==> src/rtl/assert_macros.svh <==
// ----------------------------------------------------------------------------
// Assertion macros
// Shared concurrent assertion forms with synchronous active-low reset.
// ----------------------------------------------------------------------------
`ifndef ASSERT_MACROS_SVH
`define ASSERT_MACROS_SVH

// same-cycle implication
`define LPAG_ASSERT_IMP(lbl, clk, rstn, ante, cons) \
  lbl: assert property (@(posedge clk) disable iff (!(rstn)) (ante) |-> (cons)) \
    else $error("%m: implication check failed");

// next-cycle implication
`define LPAG_ASSERT_NXT(lbl, clk, rstn, ante, cons) \
  lbl: assert property (@(posedge clk) disable iff (!(rstn)) (ante) |=> (cons)) \
    else $error("%m: next-cycle check failed");

`endif

==> src/rtl/lpag_pkg.sv <==
// ----------------------------------------------------------------------------
// lpag_pkg
// Types, widths and codes of the line pixel address generator.
// ----------------------------------------------------------------------------
`default_nettype none

package lpag_pkg;

  localparam int CANVAS_PIXELS = 1024;
  localparam int MAX_SPAN      = 63;

  localparam int COORD_W  = 7;
  localparam int COLOR_W  = 4;
  localparam int ADDR_W   = 10;
  localparam int STAT_W   = 2;
  localparam int STRIDE_W = 7;
  localparam int COLOFS_W = 6;
  localparam int SPAN_W   = $clog2(MAX_SPAN + 1);
  localparam int PT_W     = COORD_W + 2;
  localparam int SUM_W    = 18;

  localparam int CFG_DATA_W = 32;
  localparam int CFG_ADDR_W = 3;

  localparam logic [STRIDE_W-1:0] STRIDE_RST = STRIDE_W'(50);
  localparam logic [COLOFS_W-1:0] COLOFS_RST = COLOFS_W'(0);

  typedef enum logic {
    REG_ROW_STRIDE = 1'b0,
    REG_COL_OFFSET = 1'b1
  } reg_idx_t;

  typedef enum logic [STAT_W-1:0] {
    STAT_OK      = 2'd0,
    STAT_OUTSIDE = 2'd1,
    STAT_SPAN    = 2'd2
  } status_t;

  typedef enum logic [2:0] {
    S_IDLE  = 3'b001,
    S_SETUP = 3'b010,
    S_RUN   = 3'b100
  } state_t;

  typedef struct packed {
    logic init;
    logic adv;
  } step_ctl_t;

  typedef struct packed {
    logic [COORD_W-1:0] sx;
    logic [COORD_W-1:0] sy;
    logic [SPAN_W-1:0]  span;
    logic [SPAN_W-1:0]  minor;
    logic               xmajor;
    logic               negx;
    logic               negy;
  } line_setup_t;

  typedef struct packed {
    logic [ADDR_W-1:0] addr;
    status_t           status;
  } pix_res_t;

endpackage

`default_nettype wire

==> src/rtl/lpag_in_if.sv <==
// ----------------------------------------------------------------------------
// lpag_in_if
// Line request channel: valid/ready with start point, end point and color.
// ----------------------------------------------------------------------------
`default_nettype none

interface lpag_in_if;
  logic                           valid;
  logic                           ready;
  logic [lpag_pkg::COORD_W-1:0]   start_x;
  logic [lpag_pkg::COORD_W-1:0]   start_y;
  logic [lpag_pkg::COORD_W-1:0]   end_x;
  logic [lpag_pkg::COORD_W-1:0]   end_y;
  logic [lpag_pkg::COLOR_W-1:0]   color;

  modport source (output valid, start_x, start_y, end_x, end_y, color, input ready);
  modport sink (input valid, start_x, start_y, end_x, end_y, color, output ready);
endinterface

`default_nettype wire

==> src/rtl/lpag_out_if.sv <==
// ----------------------------------------------------------------------------
// lpag_out_if
// Pixel result channel: valid/ready with address, color, status and last.
// ----------------------------------------------------------------------------
`default_nettype none

interface lpag_out_if;
  logic                          valid;
  logic                          ready;
  logic [lpag_pkg::ADDR_W-1:0]   pixel_addr;
  logic [lpag_pkg::COLOR_W-1:0]  pixel_color;
  logic [lpag_pkg::STAT_W-1:0]   status;
  logic                          last;

  modport source (output valid, pixel_addr, pixel_color, status, last, input ready);
  modport sink (input valid, pixel_addr, pixel_color, status, last, output ready);
endinterface

`default_nettype wire

==> src/rtl/lpag_dda_step.sv <==
// ----------------------------------------------------------------------------
// lpag_dda_step
// Incremental remainder stepper: one compare-subtract per pixel step.
// ----------------------------------------------------------------------------
`default_nettype none

module lpag_dda_step (
  input  wire logic                              clk,
  input  wire logic                              rst_n,
  input  wire lpag_pkg::step_ctl_t               ctl,
  input  wire lpag_pkg::line_setup_t             setup,
  output logic signed [lpag_pkg::PT_W-1:0]       px,
  output logic signed [lpag_pkg::PT_W-1:0]       py,
  output logic                                   last
);

  logic [lpag_pkg::SPAN_W-1:0]        acc_r, acc_nxt;
  logic [lpag_pkg::SPAN_W-1:0]        cnt_r, cnt_nxt;
  logic [lpag_pkg::SPAN_W-1:0]        span_r, minor_r;
  logic                               xmajor_r, negx_r, negy_r;
  logic signed [lpag_pkg::PT_W-1:0]   px_r, px_nxt, py_r, py_nxt;
  logic [lpag_pkg::SPAN_W:0]          sum;
  logic                               carry;
  logic signed [lpag_pkg::PT_W-1:0]   dx, dy;

  always_comb begin
    sum   = {1'b0, acc_r} + {1'b0, minor_r};
    carry = (sum >= {1'b0, span_r});
    acc_nxt = carry ? lpag_pkg::SPAN_W'(sum - {1'b0, span_r}) : sum[lpag_pkg::SPAN_W-1:0];
    cnt_nxt = cnt_r + lpag_pkg::SPAN_W'(1);
    dx = negx_r ? -lpag_pkg::PT_W'(1) : lpag_pkg::PT_W'(1);
    dy = negy_r ? -lpag_pkg::PT_W'(1) : lpag_pkg::PT_W'(1);
    px_nxt = (xmajor_r || carry) ? px_r + dx : px_r;
    py_nxt = (!xmajor_r || carry) ? py_r + dy : py_r;
  end

  always_ff @(posedge clk) begin
    if (!rst_n) begin
      cnt_r <= '0;
    end else if (ctl.init) begin
      cnt_r <= '0;
    end else if (ctl.adv) begin
      cnt_r <= cnt_nxt;
    end
  end

  always_ff @(posedge clk) begin
    if (ctl.init) begin
      acc_r    <= '0;
      span_r   <= setup.span;
      minor_r  <= setup.minor;
      xmajor_r <= setup.xmajor;
      negx_r   <= setup.negx;
      negy_r   <= setup.negy;
      px_r     <= $signed(lpag_pkg::PT_W'(setup.sx));
      py_r     <= $signed(lpag_pkg::PT_W'(setup.sy));
    end else if (ctl.adv) begin
      acc_r <= acc_nxt;
      px_r  <= px_nxt;
      py_r  <= py_nxt;
    end
  end

  assign px   = px_r;
  assign py   = py_r;
  assign last = (cnt_r == span_r);

endmodule

`default_nettype wire

==> src/rtl/lpag_addr.sv <==
// ----------------------------------------------------------------------------
// lpag_addr
// Framebuffer address and store bounds check for one pixel.
// ----------------------------------------------------------------------------
`default_nettype none

module lpag_addr (
  input  wire logic signed [lpag_pkg::PT_W-1:0]     px,
  input  wire logic signed [lpag_pkg::PT_W-1:0]     py,
  input  wire logic [lpag_pkg::STRIDE_W-1:0]        row_stride,
  input  wire logic [lpag_pkg::COLOFS_W-1:0]        col_offset,
  output lpag_pkg::pix_res_t                        res
);

  logic signed [lpag_pkg::PT_W-1:0]   py_m1;
  logic signed [lpag_pkg::SUM_W-1:0]  row_term, col_term, sum;
  logic                               outside;

  always_comb begin
    py_m1    = py - lpag_pkg::PT_W'(1);
    row_term = lpag_pkg::SUM_W'($signed({1'b0, row_stride})) * lpag_pkg::SUM_W'(py_m1);
    col_term = lpag_pkg::SUM_W'(px) - lpag_pkg::SUM_W'($signed({1'b0, col_offset}));
    sum      = row_term + col_term;
    outside  = (sum < 0) || (sum >= lpag_pkg::SUM_W'(lpag_pkg::CANVAS_PIXELS));
    res.addr   = outside ? '0 : sum[lpag_pkg::ADDR_W-1:0];
    res.status = outside ? lpag_pkg::STAT_OUTSIDE : lpag_pkg::STAT_OK;
  end

endmodule

`default_nettype wire

==> src/rtl/line_pixel_address_generator_core.sv <==
// ----------------------------------------------------------------------------
// line_pixel_address_generator_core
// Line rasterizer emitting framebuffer addresses, one transfer per pixel.
// ----------------------------------------------------------------------------
// A request is taken while the block is idle and set up in the next; then
// the stepper produces one pixel per cycle while the result side does not
// stall, span+1 pixels in all. A span-too-large request instead gives a
// single error result once the result register is free. The pixel rate is
// set by the incremental remainder stepper, which makes one compare-subtract
// per pixel. Registers: row_stride at byte 0, col_offset at byte 4; write
// them only while the block is idle.
`default_nettype none
`include "assert_macros.svh"

module line_pixel_address_generator_core (
  input  wire logic                                  clk,
  input  wire logic                                  rst_n,
  lpag_in_if.sink                                    in_ch,
  lpag_out_if.source                                 out_ch,
  input  wire logic                                  psel,
  input  wire logic                                  penable,
  input  wire logic                                  pwrite,
  input  wire logic [lpag_pkg::CFG_ADDR_W-1:0]       paddr,
  input  wire logic [lpag_pkg::CFG_DATA_W-1:0]       pwdata,
  output logic [lpag_pkg::CFG_DATA_W-1:0]            prdata,
  output logic                                       pready
);

  lpag_pkg::state_t                   state_r, state_nxt;
  logic [lpag_pkg::STRIDE_W-1:0]      row_stride_r;
  logic [lpag_pkg::COLOFS_W-1:0]      col_offset_r;
  logic [lpag_pkg::COORD_W-1:0]       sx_r, sy_r, ex_r, ey_r;
  logic [lpag_pkg::COLOR_W-1:0]       color_r;

  logic                               out_valid_r;
  logic [lpag_pkg::ADDR_W-1:0]        out_addr_r;
  logic [lpag_pkg::COLOR_W-1:0]       out_color_r;
  lpag_pkg::status_t                  out_status_r;
  logic                               out_last_r;

  logic                               in_xfer, out_free, load;
  logic signed [lpag_pkg::COORD_W:0]  dxs, dys;
  logic [lpag_pkg::COORD_W-1:0]       ax, ay, span_full, minor_full;
  logic                               xmajor, too_big;
  lpag_pkg::line_setup_t              setup;
  lpag_pkg::step_ctl_t                step_ctl;
  logic signed [lpag_pkg::PT_W-1:0]   px, py;
  logic                               step_last;
  lpag_pkg::pix_res_t                 pix;
  logic                               cfg_wr;

  // configuration port
  assign pready = 1'b1;
  assign cfg_wr = psel && penable && pwrite && pready;

  always_ff @(posedge clk) begin
    if (!rst_n) begin
      row_stride_r <= lpag_pkg::STRIDE_RST;
      col_offset_r <= lpag_pkg::COLOFS_RST;
    end else if (cfg_wr) begin
      unique case (lpag_pkg::reg_idx_t'(paddr[2]))
        lpag_pkg::REG_ROW_STRIDE: row_stride_r <= pwdata[lpag_pkg::STRIDE_W-1:0];
        lpag_pkg::REG_COL_OFFSET: col_offset_r <= pwdata[lpag_pkg::COLOFS_W-1:0];
        default: ;
      endcase
    end
  end

  always_comb begin
    unique case (lpag_pkg::reg_idx_t'(paddr[2]))
      lpag_pkg::REG_ROW_STRIDE: prdata = lpag_pkg::CFG_DATA_W'(row_stride_r);
      lpag_pkg::REG_COL_OFFSET: prdata = lpag_pkg::CFG_DATA_W'(col_offset_r);
      default:                  prdata = '0;
    endcase
  end

  // request latch
  assign in_ch.ready = (state_r == lpag_pkg::S_IDLE);
  assign in_xfer     = in_ch.valid && in_ch.ready;

  always_ff @(posedge clk) begin
    if (in_xfer) begin
      sx_r    <= in_ch.start_x;
      sy_r    <= in_ch.start_y;
      ex_r    <= in_ch.end_x;
      ey_r    <= in_ch.end_y;
      color_r <= in_ch.color;
    end
  end

  // line setup
  always_comb begin
    dxs        = $signed({1'b0, ex_r}) - $signed({1'b0, sx_r});
    dys        = $signed({1'b0, ey_r}) - $signed({1'b0, sy_r});
    ax         = (dxs < 0) ? lpag_pkg::COORD_W'(-dxs) : lpag_pkg::COORD_W'(dxs);
    ay         = (dys < 0) ? lpag_pkg::COORD_W'(-dys) : lpag_pkg::COORD_W'(dys);
    xmajor     = (ax >= ay);
    span_full  = xmajor ? ax : ay;
    minor_full = xmajor ? ay : ax;
    too_big    = (span_full > lpag_pkg::COORD_W'(lpag_pkg::MAX_SPAN));
    setup.sx     = sx_r;
    setup.sy     = sy_r;
    setup.span   = span_full[lpag_pkg::SPAN_W-1:0];
    setup.minor  = minor_full[lpag_pkg::SPAN_W-1:0];
    setup.xmajor = xmajor;
    setup.negx   = (ex_r < sx_r);
    setup.negy   = (ey_r < sy_r);
  end

  assign out_free = !out_valid_r || out_ch.ready;

  // sequencer
  always_comb begin
    state_nxt     = state_r;
    step_ctl.init = 1'b0;
    step_ctl.adv  = 1'b0;
    load          = 1'b0;
    unique case (state_r)
      lpag_pkg::S_IDLE: begin
        if (in_xfer) state_nxt = lpag_pkg::S_SETUP;
      end
      lpag_pkg::S_SETUP: begin
        if (too_big) begin
          if (out_free) begin
            load      = 1'b1;
            state_nxt = lpag_pkg::S_IDLE;
          end
        end else begin
          step_ctl.init = 1'b1;
          state_nxt     = lpag_pkg::S_RUN;
        end
      end
      lpag_pkg::S_RUN: begin
        if (out_free) begin
          load = 1'b1;
          if (step_last) state_nxt = lpag_pkg::S_IDLE;
          else           step_ctl.adv = 1'b1;
        end
      end
      default: state_nxt = lpag_pkg::S_IDLE;
    endcase
  end

  always_ff @(posedge clk) begin
    if (!rst_n) begin
      state_r <= lpag_pkg::S_IDLE;
    end else begin
      state_r <= state_nxt;
    end
  end

  lpag_dda_step u_step (
    .clk   (clk),
    .rst_n (rst_n),
    .ctl   (step_ctl),
    .setup (setup),
    .px    (px),
    .py    (py),
    .last  (step_last)
  );

  lpag_addr u_addr (
    .px         (px),
    .py         (py),
    .row_stride (row_stride_r),
    .col_offset (col_offset_r),
    .res        (pix)
  );

  // result register
  always_ff @(posedge clk) begin
    if (!rst_n) begin
      out_valid_r <= 1'b0;
    end else if (load) begin
      out_valid_r <= 1'b1;
    end else if (out_ch.ready) begin
      out_valid_r <= 1'b0;
    end
  end

  always_ff @(posedge clk) begin
    if (load) begin
      out_color_r <= color_r;
      if (state_r == lpag_pkg::S_SETUP) begin
        out_addr_r   <= '0;
        out_status_r <= lpag_pkg::STAT_SPAN;
        out_last_r   <= 1'b1;
      end else begin
        out_addr_r   <= pix.addr;
        out_status_r <= pix.status;
        out_last_r   <= step_last;
      end
    end
  end

  assign out_ch.valid       = out_valid_r;
  assign out_ch.pixel_addr  = out_addr_r;
  assign out_ch.pixel_color = out_color_r;
  assign out_ch.status      = out_status_r;
  assign out_ch.last        = out_last_r;

  `LPAG_ASSERT_NXT(a_accept_setup, clk, rst_n, in_xfer, state_r == lpag_pkg::S_SETUP)
  `LPAG_ASSERT_IMP(a_err_zero_addr, clk, rst_n,
                   out_valid_r && (out_status_r != lpag_pkg::STAT_OK), out_addr_r == '0)
  `LPAG_ASSERT_IMP(a_span_err_last, clk, rst_n,
                   out_valid_r && (out_status_r == lpag_pkg::STAT_SPAN), out_last_r)
  `LPAG_ASSERT_NXT(a_last_to_idle, clk, rst_n,
                   load && (state_r == lpag_pkg::S_RUN) && step_last,
                   (state_r == lpag_pkg::S_IDLE) && out_valid_r && out_last_r)

endmodule

`default_nettype wire
==> src/flat_wrapper.sv <==
// flat-port wrapper written by rule: the top's interface ports become plain ports
module line_pixel_address_generator_core_flat 
  (clk, rst_n, psel, penable, pwrite, paddr, pwdata, prdata, pready, in_ch_valid, in_ch_start_x, in_ch_start_y, in_ch_end_x, in_ch_end_y, in_ch_color, in_ch_ready, out_ch_valid, out_ch_pixel_addr, out_ch_pixel_color, out_ch_status, out_ch_last, out_ch_ready);
  lpag_in_if in_ch_i ();
  lpag_out_if out_ch_i ();
  input  wire logic clk;
  input  wire logic rst_n;
  input  wire logic psel;
  input  wire logic penable;
  input  wire logic pwrite;
  input  wire logic [lpag_pkg::CFG_ADDR_W-1:0] paddr;
  input  wire logic [lpag_pkg::CFG_DATA_W-1:0] pwdata;
  output logic [lpag_pkg::CFG_DATA_W-1:0] prdata;
  output logic pready;
  input wire logic [$bits(in_ch_i.valid)-1:0] in_ch_valid;
  input wire logic [$bits(in_ch_i.start_x)-1:0] in_ch_start_x;
  input wire logic [$bits(in_ch_i.start_y)-1:0] in_ch_start_y;
  input wire logic [$bits(in_ch_i.end_x)-1:0] in_ch_end_x;
  input wire logic [$bits(in_ch_i.end_y)-1:0] in_ch_end_y;
  input wire logic [$bits(in_ch_i.color)-1:0] in_ch_color;
  output wire logic [$bits(in_ch_i.ready)-1:0] in_ch_ready;
  output wire logic [$bits(out_ch_i.valid)-1:0] out_ch_valid;
  output wire logic [$bits(out_ch_i.pixel_addr)-1:0] out_ch_pixel_addr;
  output wire logic [$bits(out_ch_i.pixel_color)-1:0] out_ch_pixel_color;
  output wire logic [$bits(out_ch_i.status)-1:0] out_ch_status;
  output wire logic [$bits(out_ch_i.last)-1:0] out_ch_last;
  input wire logic [$bits(out_ch_i.ready)-1:0] out_ch_ready;
  assign in_ch_i.valid = in_ch_valid;
  assign in_ch_i.start_x = in_ch_start_x;
  assign in_ch_i.start_y = in_ch_start_y;
  assign in_ch_i.end_x = in_ch_end_x;
  assign in_ch_i.end_y = in_ch_end_y;
  assign in_ch_i.color = in_ch_color;
  assign in_ch_ready = in_ch_i.ready;
  assign out_ch_valid = out_ch_i.valid;
  assign out_ch_pixel_addr = out_ch_i.pixel_addr;
  assign out_ch_pixel_color = out_ch_i.pixel_color;
  assign out_ch_status = out_ch_i.status;
  assign out_ch_last = out_ch_i.last;
  assign out_ch_i.ready = out_ch_ready;
  line_pixel_address_generator_core u_core (.clk(clk), .rst_n(rst_n), .in_ch(in_ch_i), .out_ch(out_ch_i), .psel(psel), .penable(penable), .pwrite(pwrite), .paddr(paddr), .pwdata(pwdata), .prdata(prdata), .pready(pready));
endmodule
==> config.mk <==
export PLATFORM = sky130hd
export DESIGN_NAME = line_pixel_address_generator_core_flat
export DESIGN_NICKNAME = d
export VERILOG_FILES = /design/src/rtl/lpag_pkg.sv /design/src/rtl/lpag_in_if.sv /design/src/rtl/lpag_out_if.sv /design/src/rtl/lpag_dda_step.sv /design/src/rtl/lpag_addr.sv /design/src/rtl/line_pixel_address_generator_core.sv /design/src/flat_wrapper.sv
export VERILOG_INCLUDE_DIRS = /design/src /design/src/rtl
export SDC_FILE = /design/constraint.sdc
export NUM_CORES = 1
export LEC_CHECK = 0
export ABC_AREA = 1
export BUFFER_PORTS_ARGS = -buffer_cell sky130_fd_sc_hd__buf_2
export CELL_PAD_IN_SITES_DETAIL_PLACEMENT = 0
export CELL_PAD_IN_SITES_GLOBAL_PLACEMENT = 1
export CORE_UTILIZATION = 43
export DETAILED_ROUTE_END_ITERATION = 7
export GPL_TIMING_DRIVEN = 0
export MAX_ROUTING_LAYER = met4
export PLACE_DENSITY_LB_ADDON = 0.05
export REMOVE_ABC_BUFFERS = 1
export SETUP_SLACK_MARGIN = 0.1
export SLEW_MARGIN = 25
export SYNTH_ARGS = -nofsm -noshare
export SYNTH_HDL_FRONTEND = slang
export SYNTH_SLANG_ARGS = --single-unit
export TNS_END_PERCENT = 1
==> constraint.sdc <==
create_clock -name clk -period 15 [get_ports clk]
set_input_delay 0.75 -clock clk [delete_from_list [all_inputs] [get_ports clk]]
set_output_delay 0.75 -clock clk [all_outputs]
set_load 0.05 [all_outputs]
==> run_results.csv, run 1 <==
group,metric,value,unit
critical_path,crit_path_max_fanout,10,
clock_tree,cts_sinks,111,
routing,vias,7920,
placed_design,placement.cell_area,11000,µm²
flow_run,maxCapViolations,0,
timing,timing.slew.headroom,39.5,%
layout,ff_latch_area,3000,µm²
logic_synthesis,synth_commonest_cells,"247 x inv_1, 236 x nand2_1, 102 x nor2_1",
logic_synthesis,synthCells,1265,
timing,max_freq,146,MHz
logic_synthesis,synth_top_area_share,22.5,%
clock_tree,hold_buffers,0,
logic_synthesis,yosysWarningCount,0,
logic_synthesis,synth.avg_cell_area,8.24,µm²
clock_tree,clock_latency,360,ps
clock_tree,path_clk_slew,80,ps
timing,rsz0062_at_grt,"false",
layout,drive_gt1_share,10.1,%
timing,maxSlewViolCount,0,
global_routing,grt_pass1_vias,7559,
run_status,status,"finished clean",
clock_tree,clk_path_buf_depth,2,
timing,worst_pin_slew,901,ps
global_routing,track_usage,20.7,%
global_routing,grt_overflow,0,
critical_path,slowest_delay,670,ps
timing,finClkSkew,5.27,ps
placed_design,hpwl,19400,µm
logic_synthesis,synthTopCellsByArea,"edfxtp_1 22%, fa_1 15%, ha_1 11%",
logic_synthesis,synth-async-reset-ratio,0,%
logic_synthesis,yosysUniqueCellTypes,46,
routing,drt_iter0_markers,409,
routing,ant_nets,0,
die,core-area,23600,µm²
timing,finalHoldViolations,0,
power_and_ir_drop,pwr_density_cell,178,nW/µm²
placed_design,dp_slack,8100,ps
critical_path,slowest_stage,"fa_1",
critical_path,critical_path_class,"reg2reg",
routing,viasPerCell,4.77,
clock_tree,cts_tree,"yes",
placed_design,dp.cells,1644,
critical_path,cp_data_arrival_time,7070,ps
clock_tree,cts_resized,0,
die,die_w,158,µm
layout,final_cell_area,11300,µm²
power_and_ir_drop,p_total,2010,µW
timing,fin_ws,8140,ps
clock_tree,cts.htree.levels,3,
timing,timing.final.crit_share,45.7,%
routing,wl_per_cell,13.9,µm
global_routing,antenna_found_initial,0,
logic_synthesis,ys.flop_type,"edfxtp_1",
critical_path,cp-start-kind,"register",
power_and_ir_drop,vdd_drop_max,117,µV
timing,period_needed,6860,ps
logic_synthesis,synth_edf_count,78,
critical_path,end_kind,"register",
layout,diodes,0,
logic_synthesis,syn_area,10400,µm²
layout,fillers,2423,
layout,area_growth,8.72,%
power_and_ir_drop,leakage,0.00560,µW
min_path,hold_class,"reg2reg",
layout,nets,1582,
die,ioPinCount,126,
die,die_area,24900,µm²
die,initial_core_util,44.2,%
clock_tree,cts_buffers,9,
logic_synthesis,synth_top_cell_by_area,"edfxtp_1",
die,dieHeight,158,µm
layout,final-instance-count-excl-fill,1660,
logic_synthesis,yosysMostFrequentCell,"inv_1",
clock_tree,cts-root-buf,"clkbuf_16",
timing,fin_setup_tns,0,ps
layout,multiInputGateArea,6280,µm²
routing,drc,0,
logic_synthesis,synth-seq-area-share,28.8,%
clock_tree,postCtsSetupRepairBufs,0,
global_routing,grt_max_degree,34,
timing,setup_viol,0,
routing,wl,23100,µm
placed_design,gp_congestion,0.855,
die,row_count,56,
logic_synthesis,synth-seq-cells,111,
placed_design,io_buffers,72,
routing,firstDrtPassIters,5,
global_routing,grt_pass1_wl,38400,µm
critical_path,crit_required,15210,ps
[report_power, final]
group	switching (µW)	internal, µW
clock network	123	126
registers	18.2	378
logic	884	485
total	1020	989
[worst paths after layout]
check                       from                      endpoint  slack, ps  cells past startpoint
min reg2reg    u_core.color_r[1]  u_core.out_ch.pixel_color[1]        420                      0
max          u_core.u_step.py[0]   u_core.out_ch.pixel_addr[5]       8140                     28
max reg2reg  u_core.u_step.py[0]   u_core.out_ch.pixel_addr[5]       8140                     28
min            u_core.color_r[1]  u_core.out_ch.pixel_color[1]        420                      0
[layout by cell type, fill, tap and decap left out, types with 33 or more instances in the layout]
cell type  synthesis  layout
nand3_1           63      63
nand2_1          236     236
a21oi_1           64      63
nor2_1           102     102
o21ai_0           59      59
dfxtp_1           33      33
fa_1              77      77
edfxtp_1          78      78
buf_2              3      72
xor2_1            38      38
ha_1              95      95
inv_1            247     246
[per-stage QoR]
| step | hold WS (ps) | util (%) |
|---|---|---|
| 6_report | 424 | 48.0 |
| 5_1_grt | 437 | 48.0 |
| 4_1_cts | 424 | 48.0 |
| 3_5_place_dp | 407 | 46.7 |
| 3_3_place_gp | 401 | 46.6 |
| 2_1_floorplan | 400 | - |
[routing by layer]
layer | wire length, µm | GRT usage, % | vias to the layer above
met5 | 0 | - | -
met4 | 195 | 3.79 | 0
met3 | 1000 | 3.20 | 14
met2 | 9720 | 31.1 | 176
met1 | 12200 | 29.7 | 3604
li1 | - | - | 4126
[flip-flops by register name, indices dropped and copies added (netlist names), 7 cells and up]
signal                    cells
u_core.ex_r                   7
u_core.ey_r                   7
u_core.sx_r                   7
u_core.row_stride_r           7
u_core.u_step.px              9
u_core.u_step.py              9
u_core.out_ch.pixel_addr     10
u_core.sy_r                   7
[worst max-delay path, delay by kind of cell, from the launching register on]
kind | cells | cell delay [ps]
fa+ha+maj | 7 | 3320
buf+inv | 4 | 460
flops | 1 | 570
compound gates | 1 | 170
simple gates | 16 | 2170
[cells by family (layout without fill, tap and decap cells)]
family,count (synthesis),in the layout,share of synthesized area (%)
and+or+nand+nor,470,470,19.5
buffers and inverters,294,346,11.9
adders and majority gates,172,172,26.2
AOI/OAI and AO/OA,158,158,8.69
DFF,111,111,28.8
xor gates and xnor gates,58,58,4.87
other,2,26,0.0720
[area by class of cell]
cell class	instances	share of cell area, %
sequential	111	26.5
multi-input combinational	884	55.4
inverter	256	8.50
timing repair buffer	74	3.45
tap	319	3.52
clock inverter	5	0.419
clock buffer	11	2.24
Note: power is estimated with default switching activity, not from simulation.
==> run 2, diff against run 1 <==
--- a/config.mk
+++ b/config.mk
@@ -10,7 +10,7 @@
 export BUFFER_PORTS_ARGS = -buffer_cell sky130_fd_sc_hd__buf_2
 export CELL_PAD_IN_SITES_DETAIL_PLACEMENT = 0
 export CELL_PAD_IN_SITES_GLOBAL_PLACEMENT = 1
-export CORE_UTILIZATION = 43
+export CORE_UTILIZATION = 41
 export DETAILED_ROUTE_END_ITERATION = 7
 export GPL_TIMING_DRIVEN = 0
 export MAX_ROUTING_LAYER = met4
==> constraint.sdc (replaced) <==
create_clock -name clk -period 5.9 [get_ports clk]
set_input_delay 0.295 -clock clk [delete_from_list [all_inputs] [get_ports clk]]
set_output_delay 0.295 -clock clk [all_outputs]
set_load 0.05 [all_outputs]
==> run 2 against run 1 <==
Net effect: worst hold slack worse by 310 ps; clock skew grew 4.0 ps; sequential share of layout area down 1.6 points; critical path depth is 3 higher; routed wire length rose by 3.4%; die area rose by 4.8%; total power rose to 3.0 times the previous value; first-iteration DRC count fell by 23%; count of clock-buffer cells in the layout decreased by 1; sequential power increased to 2.6 times the previous value; combinational power grew to 3.2 times the previous value.
==> run_results.csv, run 2 (synthesis gave the netlist of run 1 again) <==
group,metric,value,unit
layout,multiInputGateArea,6770,µm²
power_and_ir_drop,vdd_drop_max,437,µV
placed_design,io_buffers,72,
global_routing,grt_pass1_vias,7815,
critical_path,slowest_delay,530,ps
timing,setup_viol,0,
global_routing,antenna_found_initial,0,
flow_run,maxCapViolations,0,
global_routing,grt_overflow,0,
routing,drc,0,
routing,drt_iter0_markers,314,
power_and_ir_drop,pwr_density_cell,505,nW/µm²
clock_tree,cts.htree.levels,3,
routing,ant_nets,0,
layout,drive_gt1_share,18.0,%
timing,rsz0062_at_grt,"true",
critical_path,slowest_stage,"fa_1",
routing,firstDrtPassIters,4,
timing,finClkSkew,9.30,ps
critical_path,path_common_cell,"fa_1",
layout,nets,1609,
critical_path,crit_path_max_fanout,5,
critical_path,crit_family,"adder cells",
timing,period_needed,5810,ps
die,die_area,26100,µm²
clock_tree,cts_sinks,111,
die,dieHeight,161,µm
clock_tree,path_clk_slew,80,ps
routing,viasPerCell,4.75,
run_status,status,"finished clean",
clock_tree,cts-root-buf,"clkbuf_16",
routing,wl_per_cell,14.1,µm
critical_path,crit_buf_inv,6,
layout,fillers,2443,
critical_path,end_kind,"register",
die,initial_core_util,42.4,%
timing,max_freq,172,MHz
global_routing,track_usage,20.2,%
placed_design,hpwl,19600,µm
die,ioPinCount,126,
critical_path,crit_required,6120,ps
clock_tree,clock_latency,350,ps
critical_path,cp-start-kind,"register",
routing,vias,8030,
layout,mostFrequentLayoutCells,"236 x inv_1, 222 x nand2_1, 83 x ha_1, 82 x nor2_1, 78 x edfxtp_1",
clock_tree,clk_path_buf_depth,2,
power_and_ir_drop,leakage,0.00578,µW
layout,final_cell_area,12000,µm²
clock_tree,cts_buffers,9,
global_routing,grt_max_degree,34,
clock_tree,hold_buffers,0,
timing,fin_setup_tns,0,ps
min_path,hold_class,"in2reg",
placed_design,gp_congestion,0.826,
layout,largest_reg_flops,10,
timing,worst_pin_slew,1010,ps
clock_tree,cts_tree,"yes",
timing,timing.final.crit_share,98.5,%
global_routing,grt_pass1_wl,40100,µm
die,die_w,161,µm
power_and_ir_drop,p_total,6080,µW
timing,maxSlewViolCount,0,
placed_design,placement.cell_area,11000,µm²
timing,timing.slew.headroom,32.1,%
layout,diodes,0,
die,row_count,57,
critical_path,cp_data_arrival_time,6030,ps
timing,finalHoldViolations,0,
layout,ff_latch_area,3000,µm²
critical_path,critical_path_class,"reg2reg",
die,core-area,24600,µm²
layout,layout_commonest_cell,"inv_1",
layout,area_growth,15.5,%
routing,wl,23900,µm
## run 2: changes by cell type in the layout (fill, tap and decap cells not counted), sizes merged
cell,change
bufinv,+1
clkbuf,-1
nand3,+1
buf,+26
## run 2: repair_timing
| action | in CTS | in global routing |
|---|---|---|
| gates resized for setup | 79 | 34 |
| endpoints found under the setup margin | 11 | 11 |
| buffers inserted | 21 | 5 |
| pin swaps | 47 | 46 |
| cloned | 1 | 0 |
## run 2: final cells by class
class	count	share of cell area, %
Clock buffer	10	1.90
Clock inverter	6	0.644
Inverter	256	8.00
Multi-Input combinational cell	885	56.2
Sequential cell	111	24.9
Tap cell	324	3.37
Timing Repair Buffer	100	4.93
## run 2: worst paths after layout
kind                            start                           end  slack, ps  depth (start not counted)
hold reg to reg     u_core.color_r[0]  u_core.out_ch.pixel_color[0]        430                          0
setup / recovery  u_core.u_step.py[0]   u_core.out_ch.pixel_addr[2]         90                         31
setup reg to reg  u_core.u_step.py[0]   u_core.out_ch.pixel_addr[2]         90                         31
hold / removal       in_ch_start_y[4]                u_core.sy_r[4]        110                          1
## run 2: through the flow
step	util, %	instances	setup slack (ps)	hold WS [ps]
floorplan	-	1251	23.4	393
global placement	44.7	1647	-970	402
detailed placement	44.9	1649	-968	411
CTS	48.2	1687	-27.1	98.0
global route	48.9	1692	-260	90.5
finish	48.9	1692	88.9	113
## run 2: report_power, final
part / internal (µW) / switching (µW)
clock: 338 / 302
sequential: 960 / 48.8
combinational: 1750 / 2680
total: 3050 / 3030
## run 2: routing by layer
layer	track usage (%)	vias to the layer above	part of all wire, %
met1	28.4	3671	52
met5	-	-	0
li1	-	4187	-
met3	3.62	11	4.5
met4	3.17	0	0.57
met2	30.6	161	43
